<file path="config.mk">
export PLATFORM = sky130hd
export DESIGN_NAME = lfo_multi_waveform_generator_top
export DESIGN_NICKNAME = d
export VERILOG_FILES = /design/src/hw/rtl/lfo_pkg.sv /design/src/hw/rtl/lfo_div.sv /design/src/hw/rtl/lfo_multi_waveform_generator_top.sv
export SDC_FILE = /design/constraint.sdc
export NUM_CORES = 1
export LEC_CHECK = 0
export BUFFER_PORTS_ARGS = -buffer_cell sky130_fd_sc_hd__buf_4
export CORE_ASPECT_RATIO = 1.2
export CORE_MARGIN = 5
export CORE_UTILIZATION = 56
export DETAILED_ROUTE_END_ITERATION = 8
export HOLD_SLACK_MARGIN = 0.12
export PLACE_DENSITY = 0.71
export REMOVE_ABC_BUFFERS = 1
export SLEW_MARGIN = 10
export SYNTH_ARGS = -nofsm -noshare
export SYNTH_HDL_FRONTEND = slang
export SYNTH_SLANG_ARGS = --single-unit
</file>
<file path="constraint.sdc">
create_clock -name clk_i -period 4.5 [get_ports clk_i]
set_input_delay 0.9 -clock clk_i [delete_from_list [all_inputs] [get_ports clk_i]]
set_output_delay 0.9 -clock clk_i [all_outputs]
set_load 0.05 [all_outputs]
</file>
<file path="src/hw/rtl/lfo_pkg.sv">
// ----------------------------------------------------------------------------
// LFO package
// Shared widths, waveform codes, register indexes and the sine table.
// ----------------------------------------------------------------------------
package lfo_pkg;

  localparam int unsigned SampleW = 8;
  localparam int unsigned TableDepth = 256;
  localparam int unsigned SquareHalfPeriod = 126;
  localparam int unsigned SquarePeriod = 2 * SquareHalfPeriod;

  localparam int unsigned CfgIdxW = 1;
  localparam int unsigned CfgDataW = 8;

  localparam logic [CfgIdxW-1:0] CfgWaveSel = 1'd0;
  localparam logic [CfgIdxW-1:0] CfgAmpDiv  = 1'd1;

  localparam logic [SampleW-1:0] Mid      = 8'd128;
  localparam logic [SampleW-1:0] TriTop   = 8'd254;
  localparam logic [SampleW-1:0] LevelLo  = 8'h01;
  localparam logic [SampleW-1:0] LevelMid = 8'h7F;
  localparam logic [SampleW-1:0] LevelHi  = 8'hFE;

  typedef enum logic [2:0] {
    WAVE_SINE     = 3'd0,
    WAVE_SAW      = 3'd1,
    WAVE_RSAW     = 3'd2,
    WAVE_TRI      = 3'd3,
    WAVE_SQ_POS   = 3'd4,
    WAVE_HOLD     = 3'd5,
    WAVE_SQ_NEG   = 3'd6,
    WAVE_SQ_FULL  = 3'd7
  } wave_e;

  localparam logic [SampleW-1:0] SineRom [TableDepth] = '{
    8'h80,8'h83,8'h86,8'h89,8'h8c,8'h8f,8'h92,8'h95,8'h98,8'h9c,8'h9f,8'ha2,8'ha5,8'ha8,8'hab,8'hae,
    8'hb0,8'hb3,8'hb6,8'hb9,8'hbc,8'hbf,8'hc1,8'hc4,8'hc7,8'hc9,8'hcc,8'hce,8'hd1,8'hd3,8'hd5,8'hd8,
    8'hda,8'hdc,8'hde,8'he0,8'he2,8'he4,8'he6,8'he8,8'hea,8'hec,8'hed,8'hef,8'hf0,8'hf2,8'hf3,8'hf5,
    8'hf6,8'hf7,8'hf8,8'hf9,8'hfa,8'hfb,8'hfc,8'hfc,8'hfd,8'hfe,8'hfe,8'hff,8'hff,8'hff,8'hff,8'hff,
    8'hff,8'hff,8'hff,8'hff,8'hff,8'hff,8'hfe,8'hfe,8'hfd,8'hfc,8'hfc,8'hfb,8'hfa,8'hf9,8'hf8,8'hf7,
    8'hf6,8'hf5,8'hf3,8'hf2,8'hf0,8'hef,8'hed,8'hec,8'hea,8'he8,8'he6,8'he4,8'he2,8'he0,8'hde,8'hdc,
    8'hda,8'hd8,8'hd5,8'hd3,8'hd1,8'hce,8'hcc,8'hc9,8'hc7,8'hc4,8'hc1,8'hbf,8'hbc,8'hb9,8'hb6,8'hb3,
    8'hb0,8'hae,8'hab,8'ha8,8'ha5,8'ha2,8'h9f,8'h9c,8'h98,8'h95,8'h92,8'h8f,8'h8c,8'h89,8'h86,8'h83,
    8'h80,8'h7c,8'h79,8'h76,8'h73,8'h70,8'h6d,8'h6a,8'h67,8'h63,8'h60,8'h5d,8'h5a,8'h57,8'h54,8'h51,
    8'h4f,8'h4c,8'h49,8'h46,8'h43,8'h40,8'h3e,8'h3b,8'h38,8'h36,8'h33,8'h31,8'h2e,8'h2c,8'h2a,8'h27,
    8'h25,8'h23,8'h21,8'h1f,8'h1d,8'h1b,8'h19,8'h17,8'h15,8'h13,8'h12,8'h10,8'h0f,8'h0d,8'h0c,8'h0a,
    8'h09,8'h08,8'h07,8'h06,8'h05,8'h04,8'h03,8'h03,8'h02,8'h01,8'h01,8'h00,8'h00,8'h00,8'h00,8'h00,
    8'h00,8'h00,8'h00,8'h00,8'h00,8'h00,8'h01,8'h01,8'h02,8'h03,8'h03,8'h04,8'h05,8'h06,8'h07,8'h08,
    8'h09,8'h0a,8'h0c,8'h0d,8'h0f,8'h10,8'h12,8'h13,8'h15,8'h17,8'h19,8'h1b,8'h1d,8'h1f,8'h21,8'h23,
    8'h25,8'h27,8'h2a,8'h2c,8'h2e,8'h31,8'h33,8'h36,8'h38,8'h3b,8'h3e,8'h40,8'h43,8'h46,8'h49,8'h4c,
    8'h4f,8'h51,8'h54,8'h57,8'h5a,8'h5d,8'h60,8'h63,8'h67,8'h6a,8'h6d,8'h70,8'h73,8'h76,8'h79,8'h7c
  };

endpackage

</file>
<file path="src/hw/rtl/lfo_div.sv">
// ----------------------------------------------------------------------------
// LFO serial divider
// Restoring unsigned divider, one quotient bit per cycle. Divisor nonzero.
// ----------------------------------------------------------------------------
module lfo_div #(
  parameter int unsigned Width = lfo_pkg::SampleW
) (
  input  logic             clk_i,
  input  logic             rst_ni,
  input  logic             start_i,
  input  logic [Width-1:0] dividend_i,
  input  logic [Width-1:0] divisor_i,
  output logic             busy_o,
  output logic             done_o,
  output logic [Width-1:0] quotient_o
);

  localparam int unsigned CntW = (Width > 1) ? $clog2(Width) : 1;
  localparam logic [CntW-1:0] LastCnt = CntW'(Width - 1);

  logic             busy_q, done_q;
  logic [CntW-1:0]  cnt_q;
  logic [Width-1:0] rem_q, quo_q, div_q;
  logic [Width:0]   rem_shift;
  logic             fits;

  assign rem_shift = {rem_q, quo_q[Width-1]};
  assign fits      = rem_shift >= {1'b0, div_q};

  always_ff @(posedge clk_i or negedge rst_ni) begin
    if (!rst_ni) begin
      busy_q <= 1'b0;
      done_q <= 1'b0;
      cnt_q  <= '0;
    end else begin
      done_q <= 1'b0;
      if (start_i) begin
        busy_q <= 1'b1;
        cnt_q  <= '0;
      end else if (busy_q) begin
        cnt_q <= cnt_q + 1'b1;
        if (cnt_q == LastCnt) begin
          busy_q <= 1'b0;
          done_q <= 1'b1;
        end
      end
    end
  end

  always_ff @(posedge clk_i) begin
    if (start_i) begin
      rem_q <= '0;
      quo_q <= dividend_i;
      div_q <= divisor_i;
    end else if (busy_q) begin
      rem_q <= fits ? Width'(rem_shift - {1'b0, div_q}) : rem_shift[Width-1:0];
      quo_q <= {quo_q[Width-2:0], fits};
    end
  end

  assign busy_o     = busy_q;
  assign done_o     = done_q;
  assign quotient_o = quo_q;

  a_no_restart: assert property (@(posedge clk_i) disable iff (!rst_ni)
    start_i |-> !busy_q) else $error("divider started while busy");
  a_done_idle: assert property (@(posedge clk_i) disable iff (!rst_ni)
    done_q |-> !busy_q) else $error("divider done while busy");
  a_fell_done: assert property (@(posedge clk_i) disable iff (!rst_ni)
    $fell(busy_q) && !start_i |-> done_q) else $error("divider finished without done");
  a_done_pulse: assert property (@(posedge clk_i) disable iff (!rst_ni)
    done_q |=> !done_q) else $error("done held longer than one cycle");

endmodule

</file>
<file path="src/hw/rtl/lfo_multi_waveform_generator_top.sv">
// ----------------------------------------------------------------------------
// LFO multi-waveform generator
// One tick in, one 8-bit level out, selected from eight waveforms.
// ----------------------------------------------------------------------------
// Input channel: in_valid_i / in_stall_o with random_byte_i; one transaction
// is one LFO tick. Output channel: out_valid_o / out_stall_i with sample_o;
// exactly one result per tick, in order.
// Config: cfg_we_i writes cfg_data_i to register cfg_idx_i (0 wave select,
// 1 amplitude divisor); write only while idle.
// Sine ticks run two passes of the serial divider (table value / divisor,
// then 128 / divisor) before the result is formed. All other waveforms
// compute the result when the tick is accepted; it then passes through
// ST_DONE into the output register. One tick is in flight at a time;
// in_stall_o is high while busy.
// A result may wait in the output register under stall while the next tick
// is accepted; that tick holds at its end until the register frees.
// Reset: phase 0, triangle rising, wave select square pos, divisor 1.
// ----------------------------------------------------------------------------
module lfo_multi_waveform_generator_top (
  input  logic                         clk_i,
  input  logic                         rst_ni,
  input  logic                         cfg_we_i,
  input  logic [lfo_pkg::CfgIdxW-1:0]  cfg_idx_i,
  input  logic [lfo_pkg::CfgDataW-1:0] cfg_data_i,
  input  logic                         in_valid_i,
  output logic                         in_stall_o,
  input  logic [lfo_pkg::SampleW-1:0]  random_byte_i,
  output logic                         out_valid_o,
  input  logic                         out_stall_i,
  output logic [lfo_pkg::SampleW-1:0]  sample_o
);

  localparam int unsigned W = lfo_pkg::SampleW;

  typedef enum logic [1:0] {
    ST_IDLE,
    ST_DIV_VAL,
    ST_DIV_BIAS,
    ST_DONE
  } state_e;

  state_e         state_q;
  logic [2:0]     wave_sel_q;
  logic [W-1:0]   amp_div_q;
  logic [W-1:0]   phase_q, phase_d;
  logic           tri_fall_q, tri_fall_d;
  logic [W-1:0]   res_q, res_d;
  logic [W-1:0]   quo_val_q;
  logic           out_valid_q;
  logic [W-1:0]   out_data_q;

  logic           in_acc;
  logic           out_free;
  logic [W-1:0]   div_eff;
  logic           div_start, div_busy, div_done;
  logic [W-1:0]   div_dividend, div_quo;
  logic [W-1:0]   sq_cnt;
  logic           sq_low;
  logic [W-1:0]   rom_val;

  assign in_stall_o = (state_q != ST_IDLE);
  assign in_acc     = in_valid_i && (state_q == ST_IDLE);
  assign out_free   = !out_valid_q || !out_stall_i;
  assign div_eff    = (amp_div_q == '0) ? W'(1) : amp_div_q;
  assign rom_val    = lfo_pkg::SineRom[W'(int'(phase_q) % lfo_pkg::TableDepth)];

  assign sq_cnt = phase_q + 1'b1;
  assign sq_low = 32'(sq_cnt) < lfo_pkg::SquareHalfPeriod;

  always_comb begin
    phase_d    = phase_q;
    tri_fall_d = tri_fall_q;
    res_d      = '0;
    case (lfo_pkg::wave_e'(wave_sel_q))
      lfo_pkg::WAVE_SINE: begin
        phase_d = W'((int'(phase_q) + 1) % lfo_pkg::TableDepth);
      end
      lfo_pkg::WAVE_SAW: begin
        phase_d = phase_q + 1'b1;
        res_d   = phase_d;
      end
      lfo_pkg::WAVE_RSAW: begin
        phase_d = phase_q - 1'b1;
        res_d   = phase_d;
      end
      lfo_pkg::WAVE_TRI: begin
        if (tri_fall_q) begin
          phase_d = phase_q - W'(2);
          if (phase_d == '0) tri_fall_d = 1'b0;
        end else begin
          phase_d = phase_q + W'(2);
          if (phase_d == lfo_pkg::TriTop) tri_fall_d = 1'b1;
        end
        res_d = phase_d;
      end
      lfo_pkg::WAVE_HOLD: begin
        res_d = random_byte_i;
      end
      default: begin
        phase_d = (32'(sq_cnt) >= lfo_pkg::SquarePeriod)
                  ? W'(32'(sq_cnt) - lfo_pkg::SquarePeriod) : sq_cnt;
        case (lfo_pkg::wave_e'(wave_sel_q))
          lfo_pkg::WAVE_SQ_POS: res_d = sq_low ? lfo_pkg::LevelMid : lfo_pkg::LevelHi;
          lfo_pkg::WAVE_SQ_NEG: res_d = sq_low ? lfo_pkg::LevelLo : lfo_pkg::LevelMid;
          default:              res_d = sq_low ? lfo_pkg::LevelLo : lfo_pkg::LevelHi;
        endcase
      end
    endcase
  end

  assign div_start = (in_acc && (wave_sel_q == lfo_pkg::WAVE_SINE))
                  || ((state_q == ST_DIV_VAL) && div_done);
  assign div_dividend = (state_q == ST_IDLE) ? rom_val : lfo_pkg::Mid;

  lfo_div #(
    .Width (W)
  ) u_div (
    .clk_i      (clk_i),
    .rst_ni     (rst_ni),
    .start_i    (div_start),
    .dividend_i (div_dividend),
    .divisor_i  (div_eff),
    .busy_o     (div_busy),
    .done_o     (div_done),
    .quotient_o (div_quo)
  );

  always_ff @(posedge clk_i or negedge rst_ni) begin
    if (!rst_ni) begin
      wave_sel_q <= lfo_pkg::WAVE_SQ_POS;
      amp_div_q  <= W'(1);
    end else if (cfg_we_i) begin
      case (cfg_idx_i)
        lfo_pkg::CfgWaveSel: wave_sel_q <= cfg_data_i[2:0];
        lfo_pkg::CfgAmpDiv:  amp_div_q  <= cfg_data_i[W-1:0];
        default: ;
      endcase
    end
  end

  always_ff @(posedge clk_i or negedge rst_ni) begin
    if (!rst_ni) begin
      state_q     <= ST_IDLE;
      phase_q     <= '0;
      tri_fall_q  <= 1'b0;
      out_valid_q <= 1'b0;
      res_q       <= '0;
      quo_val_q   <= '0;
      out_data_q  <= '0;
    end else begin
      if ((state_q == ST_DONE) && out_free) out_valid_q <= 1'b1;
      else if (!out_stall_i)                out_valid_q <= 1'b0;
      case (state_q)
        ST_IDLE: begin
          if (in_acc) begin
            phase_q    <= phase_d;
            tri_fall_q <= tri_fall_d;
            res_q      <= res_d;
            state_q    <= (wave_sel_q == lfo_pkg::WAVE_SINE) ? ST_DIV_VAL : ST_DONE;
          end
        end
        ST_DIV_VAL: begin
          if (div_done) begin
            quo_val_q <= div_quo;
            state_q   <= ST_DIV_BIAS;
          end
        end
        ST_DIV_BIAS: begin
          if (div_done) begin
            res_q   <= quo_val_q + lfo_pkg::Mid - div_quo;
            state_q <= ST_DONE;
          end
        end
        ST_DONE: begin
          if (out_free) begin
            out_data_q  <= res_q;
            state_q     <= ST_IDLE;
          end
        end
        default: state_q <= ST_IDLE;
      endcase
    end
  end

  assign out_valid_o = out_valid_q;
  assign sample_o    = out_data_q;

  a_div_in_sine: assert property (@(posedge clk_i) disable iff (!rst_ni)
    div_busy |-> (state_q == ST_DIV_VAL || state_q == ST_DIV_BIAS))
    else $error("divider running outside sine sequence");
  a_done_only_wait: assert property (@(posedge clk_i) disable iff (!rst_ni)
    div_done |-> (state_q == ST_DIV_VAL || state_q == ST_DIV_BIAS))
    else $error("divider result with no consumer");
  a_out_from_done: assert property (@(posedge clk_i) disable iff (!rst_ni)
    $rose(out_valid_q) |-> $past(state_q) == ST_DONE)
    else $error("result issued outside done state");

endmodule
</file>
# Word-level counts from Yosys, hierarchy flattened
# Memory sizes are Yosys's and may differ from the RTL's.
# Index checks and enable logic that the tools add are counted.
[word_totals]
register_bits = 76
latchBits = 0
ram_bits = 0
rom_bits = 2048
out_inout_bits = 10
word_cells = 108
memories = 1
[mem_list]
columns = ["name", "depth", "word_bits", "read_ports", "rd_clocked_by_memory_dff", "write_ports", "line_no", "text"]
rows = [
  ["(no name shown)", 256, 8, 1, 0, 0, "lfo_multi_waveform_generator_top.sv:65", "assign rom_val = lfo_pkg::SineRom[W'(int'(phase_q) % lfo_pkg::TableDepth)];"],
]
[op_classes]
add_sub_neg = 10
mul = 0
n_div = 0
magnitude_cmp = 4
n_eq_ne = 16
shifts = 0
muxes = 36
bitwise = 3
reduce_logical = 23
[ops]
columns = ["cell", "n"]
rows = [
  ["8-bit two-way mux", 12],
  ["8-bit one-hot mux with 5 select lines", 2],
  ["8-bit one-hot mux with 2 select lines", 2],
  ["8-bit by 1-bit adder with 8-bit output (second input constant)", 2],
  ["8-bit logical NOT", 2],
  ["8-bit subtractor", 2],
  ["3-bit == test (second input constant)", 4],
  ["1-bit two-way mux", 11],
  ["2-bit two-way mux", 5],
  ["9-bit by 8-bit greater-or-equal comparator with 1-bit output", 1],
  ["9-bit greater-or-equal comparator (second input constant)", 1],
  ["8-bit NOT with 9-bit output", 1],
  ["3-bit AND reduction", 3],
  ["8-bit by 2-bit adder with 8-bit output (second input constant)", 1],
  ["8-bit adder (second input constant)", 1],
  ["8-bit == test (second input constant)", 1],
  ["8-bit greater-or-equal comparator (second input constant)", 1],
  ["8-bit by 7-bit < comparator with 1-bit output (second input constant)", 1],
  ["2-bit one-hot mux with 4 select lines", 1],
  ["2-bit AND reduction", 4],
  ["8-bit by 1-bit subtractor with 8-bit output (second input constant)", 1],
  ["8-bit by 2-bit subtractor with 8-bit output (second input constant)", 1],
  ["8-bit subtractor (second input constant)", 1],
  ["7-bit two-way mux", 1],
  ["16 further kinds", 30],
]

# Longest topological paths before layout
[depth]
ltp_word = 7
ltp_mapped = 13
mapped_depth_nobuf = 13

# By module
# A second synthesis with hierarchy kept.
[unflattened]
hier_cells = 829
hier_area_um2 = 6885.4
[modules_own_cells]
columns = ["module", "instances", "cells_per_inst", "area_per_inst_um2"]
rows = [
  ["lfo_multi_waveform_generator_top", 1, 688, 5311.3],
  ["lfo_div", 1, 141, 1574.0],
]

# Least setup slack after synthesis
# No wires, ideal clock.
[synth_path]
kind = "reg-to-reg"
start = "register phase_q[2]"
end = "register res_q[2]"
setup_ps = 121
arrival_time_ps = 2752
required_ps = 4379
setup_slack_ps = 1627
path_stages_with_launch = 12
path_buffers = 2
path_cell_list = "dfrtp_1 buf_2 inv_1 buf_1 ha_1 ha_1 nand3_1 or3_4 nand3_2 a31o_1 or3_1 a22o_1"
[synth_between]
elab_chain_len = 7
[synth_lines]
columns = ["element", "line_no", "text"]
rows = [
  ["from (decl)", "lfo_multi_waveform_generator_top.sv:45", "logic [W-1:0] phase_q, phase_d;"],
  ["from (signal assigned)", "lfo_multi_waveform_generator_top.sv:156", "phase_q <= phase_d;"],
  ["8-bit by 1-bit adder with 8-bit output", "lfo_multi_waveform_generator_top.sv:67, lfo_multi_waveform_generator_top.sv:79", ""],
  ["8-bit by 7-bit < comparator with 1-bit output", "lfo_multi_waveform_generator_top.sv:68", "assign sq_low = 32'(sq_cnt) < lfo_pkg::SquareHalfPeriod;"],
  ["8-bit two-way mux / 7-bit two-way mux (equally long branches)", "lfo_multi_waveform_generator_top.sv:105, lfo_multi_waveform_generator_top.sv:104", ""],
  ["8-bit one-hot mux with 2 select lines", "lfo_multi_waveform_generator_top.sv:102", "case (lfo_pkg::wave_e'(wave_sel_q))"],
  ["8-bit one-hot mux with 5 select lines (*)", "lfo_multi_waveform_generator_top.sv:74", "case (lfo_pkg::wave_e'(wave_sel_q))"],
  ["8-bit two-way mux (*)", "lfo_multi_waveform_generator_top.sv:155", "if (in_acc) begin"],
  ["8-bit one-hot mux with 2 select lines (*)", "lfo_multi_waveform_generator_top.sv:153", "case (state_q)"],
  ["to (signal assigned)", "lfo_multi_waveform_generator_top.sv:158", "res_q <= res_d;"],
  ["to (signal assigned)", "lfo_multi_waveform_generator_top.sv:170", "res_q <= quo_val_q + lfo_pkg::Mid - div_quo;"],
  ["to (decl)", "lfo_multi_waveform_generator_top.sv:47", "logic [W-1:0] res_q, res_d;"],
]
# Mark *: on every way between the ends. The rest lies on a longest branch, timed or not. The select of a mux whose other input is x is not followed.
# A chain may end at the register's enable or synchronous reset.

# Worst setup path in the final report
[layout_path]
start = "register phase_q[1]"
end = "register u_div.quo_q[3], in the netlist u_div.quotient_o[3] (data pin)"
[layout_between]
elab_chain_len = 6
[layout_lines]
columns = ["element", "line_no", "text"]
rows = [
  ["8-bit NOT with 9-bit output (implied by the code)", "lfo_multi_waveform_generator_top.sv:65", ""],
  ["memory 256 x 8 bit", "n/a", ""],
  ["8-bit two-way mux (implied by the code) (2 in a row)", "lfo_multi_waveform_generator_top.sv:65", ""],
  ["8-bit two-way mux", "lfo_multi_waveform_generator_top.sv:113", "assign div_dividend = (state_q == ST_IDLE) ? rom_val : lfo_pkg::Mid;"],
  ["8-bit two-way mux", "lfo_div.sv:51", "if (start_i) begin"],
  ["to (signal assigned)", "lfo_div.sv:53", "quo_q <= dividend_i;"],
  ["to (signal assigned)", "lfo_div.sv:57", "quo_q <= {quo_q[Width-2:0], fits};"],
  ["to (decl)", "lfo_div.sv:23", "logic [Width-1:0] rem_q, quo_q, div_q;"],
]
# No other way between the ends. The select of a mux whose other input is x is not followed.

==> key figures <==
Clocking
  – Clock sink count: 76
  – Total CTS buffers: 9
  – Worst skew pair latency: between 0.3 and 0.4 ns
  – Clk pin slew, worst setup/hold paths: 0.06 ns
  – Cts hold-fix bufs: 0
  – CTS tree: built
  – CTS H-tree depth: 3
  – Clock tree buffer depth: 2
  – Post-CTS setup buffer count: 0
  – Cts repair resizes: 0
  – Clock root buffer: clkbuf_16

GRT
  – Remaining Overflow, GRT: 0
  – Vias in the first global route: 5939
  – Largest net degree at the start of global routing: 60
  – First-pass GRT wire length: 29920 um
  – Tot GR Track Use: a little over a quarter
  – Antenna violations before repair: 0

Placed design
  – Placed insts: 939
  – Area after DPL: 0.006808 mm^2
  – Port buffer count: 31
  – Detailed placement HPWL: 13200 um
  – Gpl congestion: just under 1

Timing
  – Layout Skew: 0.009254 ns
  – Peak Freq: 279.5 MHz
  – RSZ-0062 raised after global routing: false
  – Period utilization: between 70% and 80%
  – Hold Fails Final Rpt: 0
  – Worst Tran Pin Value: 1.166 ns
  – Final setup vio count: 0
  – Slew Limit Fails: 0
  – Worst slew margin: between 20 and 25%
  – Final setup TNS: 0 ns
  – Min Tclk post-route: 3.577 ns

Layout
  – Antenna diodes: 0
  – Fin nets: 866
  – Proportion of layout cells with a drive suffix above 1: a little under an eighth
  – Final Cell Area: 0.007124 mm^2
  – Syn-to-layout area delta: 7.678%
  – Finished Layout Cells: 955
  – Fillers: 1041

Floorplanning
  – DIE WIDTH: 109.2 um
  – Die Ht: around 130 um
  – Die Footprint: 0.01410 mm^2
  – Starting Density: between 50% and 60%
  – Cell row count: 43
  – Ports: 32
  – Core area: 0.01157 mm^2

Critical path
  – Setup Crit Path Kind: reg -> reg
  – Max stage delay on crit path: 0.80 ns
  – Crit path cell chain: inv_1 -> ha_1 -> nor2b_1 -> nand2b_1 -> mux4_2 -> o21ai_1 -> o22a_1 -> nor2_1 -> a211o_1
  – CP Capture Type: flip-flop
  – Slowest-stage cell, CP: dfrtp_1
  – CP required: roughly 4.6 ns
  – Maximum fanout along the worst path: 21
  – Crit path launch type: flip-flop
  – CP arrival: between 3 and 4 ns

Yosys
  – Synth Cell Area: 0.006616 mm^2
  – Yosys reg bits: 76
  – Post-Syn Instances: 809
  – Top post-synthesis cells by area: dfrtp_1 (19%), ha_1 (9.3%), edfxtp_1 (7.3%), nand2_1 (4.8%), o21ai_0 (4.6%)
  – Post-synthesis sequential area ratio: 29.39%
  – Distinct cells, synth: 76
  – Count leader, synth: nand2_1
  – Syn avg cell area: 8.178 um^2
  – Post-synth EDFFs: 16
  – Synth Flop Type: dfrtp_1
  – Share of the synthesized area in the top cell type: 18.91%
  – Most frequent cells after synthesis: nand2_1 (84), o21ai_0 (61), a21oi_1 (59)
  – Post-synth top area cell: dfrtp_1
  – Synth warnings: 0
  – Post-synth ARST share: around two thirds

Flow run
  – Max Cap Viol: 0

Outcome
  – Status: finished clean

Drt
  – Antenna viol nets, final: 0
  – Via density: 6.460
  – Wire length per cell: 19.24 um
  – Drt drc: 0
  – Post-Route WL: 18370 um
  – First-iteration detailed-routing DRC count: 755
  – Routed vias: roughly 6200
  – Router iterations before antenna repair: 5

Power and ir drop
  – P_leak: 0.002957 uW
  – VDD IR-drop max: 0.5833 mV
  – PD cells: just under 800 mW/mm^2
  – Tot Pwr: around 5500 uW

Worst hold path
  – Hold crit path type: reg -> reg
[state kept, by name, summed over array words and instances, names as in the netlist]
name,flops
u_div.busy_o,1
tri_fall_q,1
out_valid_o,1
state_q,2
u_div.div_q,8
u_div.done_o,1
res_q,8
wave_sel_q,3
u_div.rem_q,8
u_div.cnt_q,3
quo_val_q,8
phase_q,8
amp_div_q,8
u_div.quotient_o,8
sample_o,8
[report_power, final]
part | switching (uW) | internal, uW
logic | 2140 | 1320
registers | 325 | 981
clock network | 304 | 467
total | 2770 | 2770
[critical path, delay by kind of cell, from the launching register on]
family | cells | cell delay [ns]
fa+ha+maj | 1 | 0.62
simple gates | 3 | 0.60
compound gates | 3 | 0.50
buf+inv | 1 | 0.35
mux | 1 | 0.45
flops | 1 | 0.80
[cells in the final DEF, fill, tap and decap left out, types with 10 or more instances in the layout]
cell | synthesis | final
nor2_1 | 51 | 51
o31ai_1 | 11 | 11
mux2i_1 | 10 | 10
a211oi_1 | 12 | 12
dfrtp_1 | 50 | 48
clkbuf_16 | 0 | 10
a21o_1 | 13 | 13
o211ai_1 | 17 | 17
o21ai_0 | 61 | 61
mux2_2 | 20 | 20
nand2_1 | 84 | 84
ha_1 | 49 | 49
xnor2_1 | 25 | 25
buf_4 | 3 | 38
nor3_1 | 21 | 21
nand3_1 | 19 | 19
nor2b_1 | 18 | 18
a21oi_1 | 59 | 59
inv_1 | 40 | 40
a31oi_1 | 21 | 21
edfxtp_1 | 16 | 16
nand2b_1 | 13 | 13
[per-layer routing]
layer / GRT usage (%) / vias up / routed length (um)
met5: 0 / - / 0
met4: 11.45 / 0 / 624
met3: 3.936 / 55 / 1187
met2: 45.23 / 273 / 9056
met1: 34.15 / 2946 / 7501
li1: - / 2895 / -
[final timing paths]
| path | start | to | slack [ns] | cells after the start |
|---|---|---|---|---|
| max in group asynchronous | rst_ni | phase_q[4] | 3.42 | 1 |
| min in group asynchronous | rst_ni | out_valid_o | 0.59 | 1 |
| min reg2reg | amp_div_q[6] | u_div.div_q[6] | 0.47 | 0 |
| max | phase_q[1] | u_div.quotient_o[3] | 0.92 | 9 |
| max reg2reg | phase_q[1] | u_div.quotient_o[3] | 0.92 | 9 |
| min | amp_div_q[6] | u_div.div_q[6] | 0.47 | 0 |
[through the flow]
step / hold WS [ns] / utilization, % / setup slack, ns
after floorplan: 0.4331 / - / 0.9677
after detailed placement: 0.4568 / 58.85 / 1.042
after CTS: 0.4695 / 61.59 / 1.021
final: 0.4687 / 61.59 / 0.9226
after global placement: 0.4529 / 58.85 / 1.090
after global routing: 0.4828 / 61.59 / 0.7647
[logic make-up after synthesis]
logic type                 Yosys count  synth area share [%]
xor gates and xnor gates            35                 4.860
and+or+nand+nor                    241                 17.59
AOI/OAI and AO/OA                  265                 25.78
adders and majority gates           51                 9.871
buffers and inverters              109                 6.921
DFF                                 76                 29.39
muxes                               32                 5.598
[area by class of cell]
cell class	instances	area [um^2]	area share, %
multi-input cells	624	4214	59.15
flip-flops and latches	76	1947	27.33
inverters	44	165.2	2.318
clock inverters	6	66.31	0.9308
clock buffers	10	250.2	3.512
repair buffers	38	285.3	4.004
well taps	157	196.4	2.757
(Power assumes the default switching activity.)
